### src/hw/rtl/gsst_pkg.sv
package gsst_pkg;

    localparam int MAX_GRID    = 1024;
    localparam int SAMPLE_BITS = 24;
    localparam int GRID_W      = 11;
    localparam int GRID_MIN    = 2;
    localparam int GRID_RESET  = 64;
    localparam int POS_W       = $clog2(MAX_GRID);
    localparam int LIN_W       = 2 * POS_W;
    localparam int PEND_W      = POS_W + 1;

    // weighted sum of nine cells, all weights add to 9
    localparam int DIVISOR   = 9;
    localparam int ROUND     = DIVISOR / 2;
    localparam int ACC_W     = SAMPLE_BITS + 4;
    localparam int DIV_SHIFT = ACC_W + 4;
    localparam int RECIP_W   = DIV_SHIFT - 3;
    localparam longint unsigned RECIP_FULL =
        ((64'd1 << DIV_SHIFT) + 64'(DIVISOR) - 64'd1) / 64'(DIVISOR);
    localparam logic [RECIP_W-1:0] RECIP = RECIP_W'(RECIP_FULL);
    localparam int PROD_W    = ACC_W + RECIP_W;

    localparam int CQ_DEPTH = 4;
    localparam int CQ_PTR_W = $clog2(CQ_DEPTH);
    localparam int CQ_CNT_W = CQ_PTR_W + 1;
    localparam int OF_DEPTH = 8;
    localparam int OF_PTR_W = $clog2(OF_DEPTH);
    localparam int OF_CNT_W = OF_PTR_W + 1;

    localparam logic FUNC_SAMPLE = 1'b0;
    localparam logic FUNC_FLUSH  = 1'b1;

    typedef logic [SAMPLE_BITS-1:0] t_sample;
    typedef logic [POS_W-1:0]       t_pos;
    typedef logic [ACC_W-1:0]       t_acc;

    typedef enum logic [1:0] {
        WT_INNER  = 2'd0,
        WT_EDGE   = 2'd1,
        WT_CORNER = 2'd2
    } t_wt;

    typedef struct packed {
        logic    func;
        t_sample sample;
    } t_in_item;

    typedef struct packed {
        t_sample smoothed;
        logic    last_of_frame;
    } t_out_item;

    typedef struct packed {
        t_sample top;
        t_sample mid;
        t_sample bot;
    } t_col;

    typedef struct packed {
        logic produce;
        logic left_zero;
        logic right_zero;
        t_wt  wt;
        logic last;
        t_col col;
    } t_cmd;

endpackage

### src/hw/rtl/gsst_cmdq.sv
module gsst_cmdq import gsst_pkg::*; (
    input  logic                i_clk,
    input  logic                i_rst_n,
    input  logic                i_push,
    input  t_cmd                i_data,
    input  logic                i_pop,
    output logic                o_valid,
    output t_cmd                o_data,
    output logic [CQ_CNT_W-1:0] o_count
);

    t_cmd                r_mem [CQ_DEPTH];
    logic [CQ_PTR_W-1:0] r_wr, r_rd;
    logic [CQ_CNT_W-1:0] r_count, n_count;
    logic                do_pop;

    assign do_pop = i_pop && (r_count != '0);

    always_comb begin
        n_count = r_count;
        if (i_push && !do_pop) begin
            n_count = r_count + CQ_CNT_W'(1);
        end else if (!i_push && do_pop) begin
            n_count = r_count - CQ_CNT_W'(1);
        end
    end

    always_ff @(posedge i_clk) begin
        if (!i_rst_n) begin
            r_wr    <= '0;
            r_rd    <= '0;
            r_count <= '0;
        end else begin
            if (i_push) begin
                r_wr <= r_wr + CQ_PTR_W'(1);
            end
            if (do_pop) begin
                r_rd <= r_rd + CQ_PTR_W'(1);
            end
            r_count <= n_count;
        end
    end

    always_ff @(posedge i_clk) begin
        if (i_push) begin
            r_mem[r_wr] <= i_data;
        end
    end

    assign o_valid = (r_count != '0);
    assign o_data  = r_mem[r_rd];
    assign o_count = r_count;

endmodule

### config.mk
export PLATFORM = sky130hd
export DESIGN_NAME = gsst_cmdq
export DESIGN_NICKNAME = d
export VERILOG_FILES = /design/src/hw/rtl/gsst_pkg.sv /design/src/hw/rtl/gsst_cmdq.sv
export SDC_FILE = /design/constraint.sdc
export NUM_CORES = 1
export LEC_CHECK = 0
export ABC_AREA = 1
export BUFFER_PORTS_ARGS = -buffer_cell sky130_fd_sc_hd__buf_4
export CORE_MARGIN = 1.5
export CORE_UTILIZATION = 28
export DETAILED_ROUTE_END_ITERATION = 12
export PLACE_DENSITY = 0.51
export SLEW_MARGIN = 5
export SYNTH_ARGS = -nofsm -noshare
export SYNTH_HDL_FRONTEND = slang
export SYNTH_SLANG_ARGS = --single-unit
### constraint.sdc
create_clock -name i_clk -period 5.27 [get_ports i_clk]
set_input_delay 0.527 -clock i_clk [delete_from_list [all_inputs] [get_ports i_clk]]
set_output_delay 0.527 -clock i_clk [all_outputs]
set_load 0.1 [all_outputs]
==> reports/results.tsv <==
metric	value	unit
outcome	completed	
Die W	210	µm
Syn Area/Cell	14.7	µm²
DRC	0	
worst-path cell chain	buf_4 > o21ai_0 > o22ai_1 > buf_4	
Yosys reg bits	321	
number of global-route vias before repair	7058	
Synth Net Count	904	
Root Driver	clkbuf_16	
CP required	4740	ps
initial antenna violation count	1	
Psw	3.83	mW
Layout area overhead	23.6	%
largest net degree at the start of global routing	99	
critical-path cell with the highest stage delay	buf_4	
Detail Route Antenna Nets	0	
Yosys cell types	20	
DP Worst Slack	2160	ps
clock buffer depth	3	
WP data arrival	3110	ps
Relative slew margins	27.9	%
CP dominant cell by count	buf_4	
commonest non-fill, non-tap cell in the layout	edfxtp_1	
global route total overflow	0	
DR iter-0 viols	423	
postcts setup bufs	0	
setup ws final	1630	ps
Sink Count	321	
CTS tree	built	
critical path buffer and inverter count	2	
Core ar.	42100	µm²
clock latency on the worst-skew pair	530	ps
most frequent cells in the layout	edfxtp_1, buf_4, nor2_1	
Critical Path End Type	output pin	
first-pass GRT wire length	41.1	mm
CP top delay family	buffers and inverters	
clock power share	27.8	%
1st-pass router iterations	6	
GRT Resource Usage Total	12.4	%
Rows	75	
GPL Wtd Cong	0.657	
Yosys top cell by area	edfxtp_1	
worst hold path type	in2reg	
Worst-path clk slew	60	ps
# setup viols final	0	
Synth Warn #	0	
Post-Route Skew	12.3	ps
Cell Pwr Density	595	nW/µm²
critical path startpoint category	register	
Post-Syn Area	12000	µm²
fmax	275	MHz
Setup Crit Path Kind	reg2out	
die height	210	µm
antenna diode count	0	
routed len/inst	17.6	µm
Initial Utilization	28.5	%
final hold vios	0	
Worst Path Max Fanout	96	
Synth top area share	77.9	%
Synth area leaders	edfxtp_1, nor2_1, o22ai_1	
H-tree depth	2	
vias per inst	4.56	
Flop pwr share	34.3	%
setup tns final	0	ps
Peak supply drop	0.000469	V
num ports	164	
final layout net count	1065	
Max Cap Violations	0	
drt total wl	27.2	mm
layout cells sized above 1	23.4	%
RSZ-0062 raised after global routing	false	
register area share after synthesis	79.4	%
HPWL Detailed	14.9	mm
vias	7041	
post_cts resized	0	
cts bufs inserted	37	
# hold bufs at CTS	0	
input/output buffers	163	
Cells after Synth	816	
LEAKAGE	5.16	nW
final slew viol count	0	
Net Sw Frac	43.4	%
DIE AREA	44200	µm²
Comb pwr share	37.9	%
Final min period	3640	ps
slowest stage delay, CP	830	ps
ratio of final minimum period to clock period	69.0	%
Internal Pwr Total	5.00	mW
Worst-Margin Slew	1080	ps
==> power groups by stage <==
| stage | Clock, mW | Combinational (mW) | Sequential, mW |
|---|---|---|---|
| 2_1_floorplan | 0 | 2.67 | 3.10 |
| 3_3_place_gp | 0 | 3.37 | 3.09 |
| 3_5_place_dp | 0 | 3.38 | 3.09 |
| 4_1_cts | 2.53 | 3.39 | 3.03 |
| 5_1_grt | 2.63 | 3.51 | 3.05 |
| 6_report | 2.45 | 3.35 | 3.03 |
==> state kept, by name, summed over array words and instances (netlist names), named ones only <==
signal,cells
r_mem,312
o_count,3
r_rd,2
r_wr,2
==> final timing paths <==
kind / from / slack, ps / depth (start not counted) / to
setup / recovery: register / 1630 / 4 / o_data[20]
hold / removal: i_data[55] / 190 / 1 / r_mem[0][55]$_DFFE_PP_
setup reg to reg: r_wr[1]$_SDFFE_PN0P_ / 3040 / 5 / r_mem[1][39]$_DFFE_PP_
hold reg to reg: r_rd[0]$_SDFFE_PN0P_ / 500 / 2 / register
==> cell usage after synthesis, drive strengths merged <==
master	n
xor2	1
fa	1
buf	31
o22ai	78
a21oi	5
ha	5
nand3	3
inv	16
edfxtp	312
o21ai	159
nor2	162
nand2	15
clkbuf	19
dfxtp	9
==> cells by family (layout without fill, tap and decap cells) <==
group / after synthesis / in the layout / synth area share [%]
adders and majority gates: 6 / 6 / 0.687
xor gates and xnor gates: 1 / 1 / 0.0729
buffers and inverters: 66 / 256 / 3.29
and+or+nand+nor: 180 / 180 / 5.65
AOI/OAI and AO/OA: 242 / 242 / 10.9
DFF: 321 / 321 / 79.4
==> area by class of cell <==
class                      count  area, µm²
inverter                      16       72.6
tap                          539        674
fill                        4023      27300
timing repair buffer         172       1300
clock buffer                  42        987
sequential                   321       9550
clock inverter                26        189
multi-input combinational    429       2080
==> metal layers <==
layer | vias to the layer above | wire length [µm] | track usage (%)
li1 | 3391 | - | -
met1 | 3439 | 12100 | 15.8
met2 | 168 | 12700 | 20.1
met3 | 41 | 1710 | 3.29
met4 | 2 | 629 | 4.64
met5 | - | 13 | 0
==> stage by stage <==
stage / area [µm²] / std cells / hold WS, ps / util [%] / total power, mW
3_3_place_gp: 13700 / 1477 / 485 / 32.5 / 6.46
4_1_cts: 14900 / 1545 / 144 / 35.3 / 8.95
2_1_floorplan: 12000 / 816 / 465 / - / 5.77
3_5_place_dp: 13700 / 1477 / 492 / 32.5 / 6.47
5_1_grt: 14900 / 1545 / 159 / 35.3 / 9.19
6_report: 14900 / 1545 / 185 / 35.3 / 8.84
Note: power is estimated with default switching activity, not from simulation.
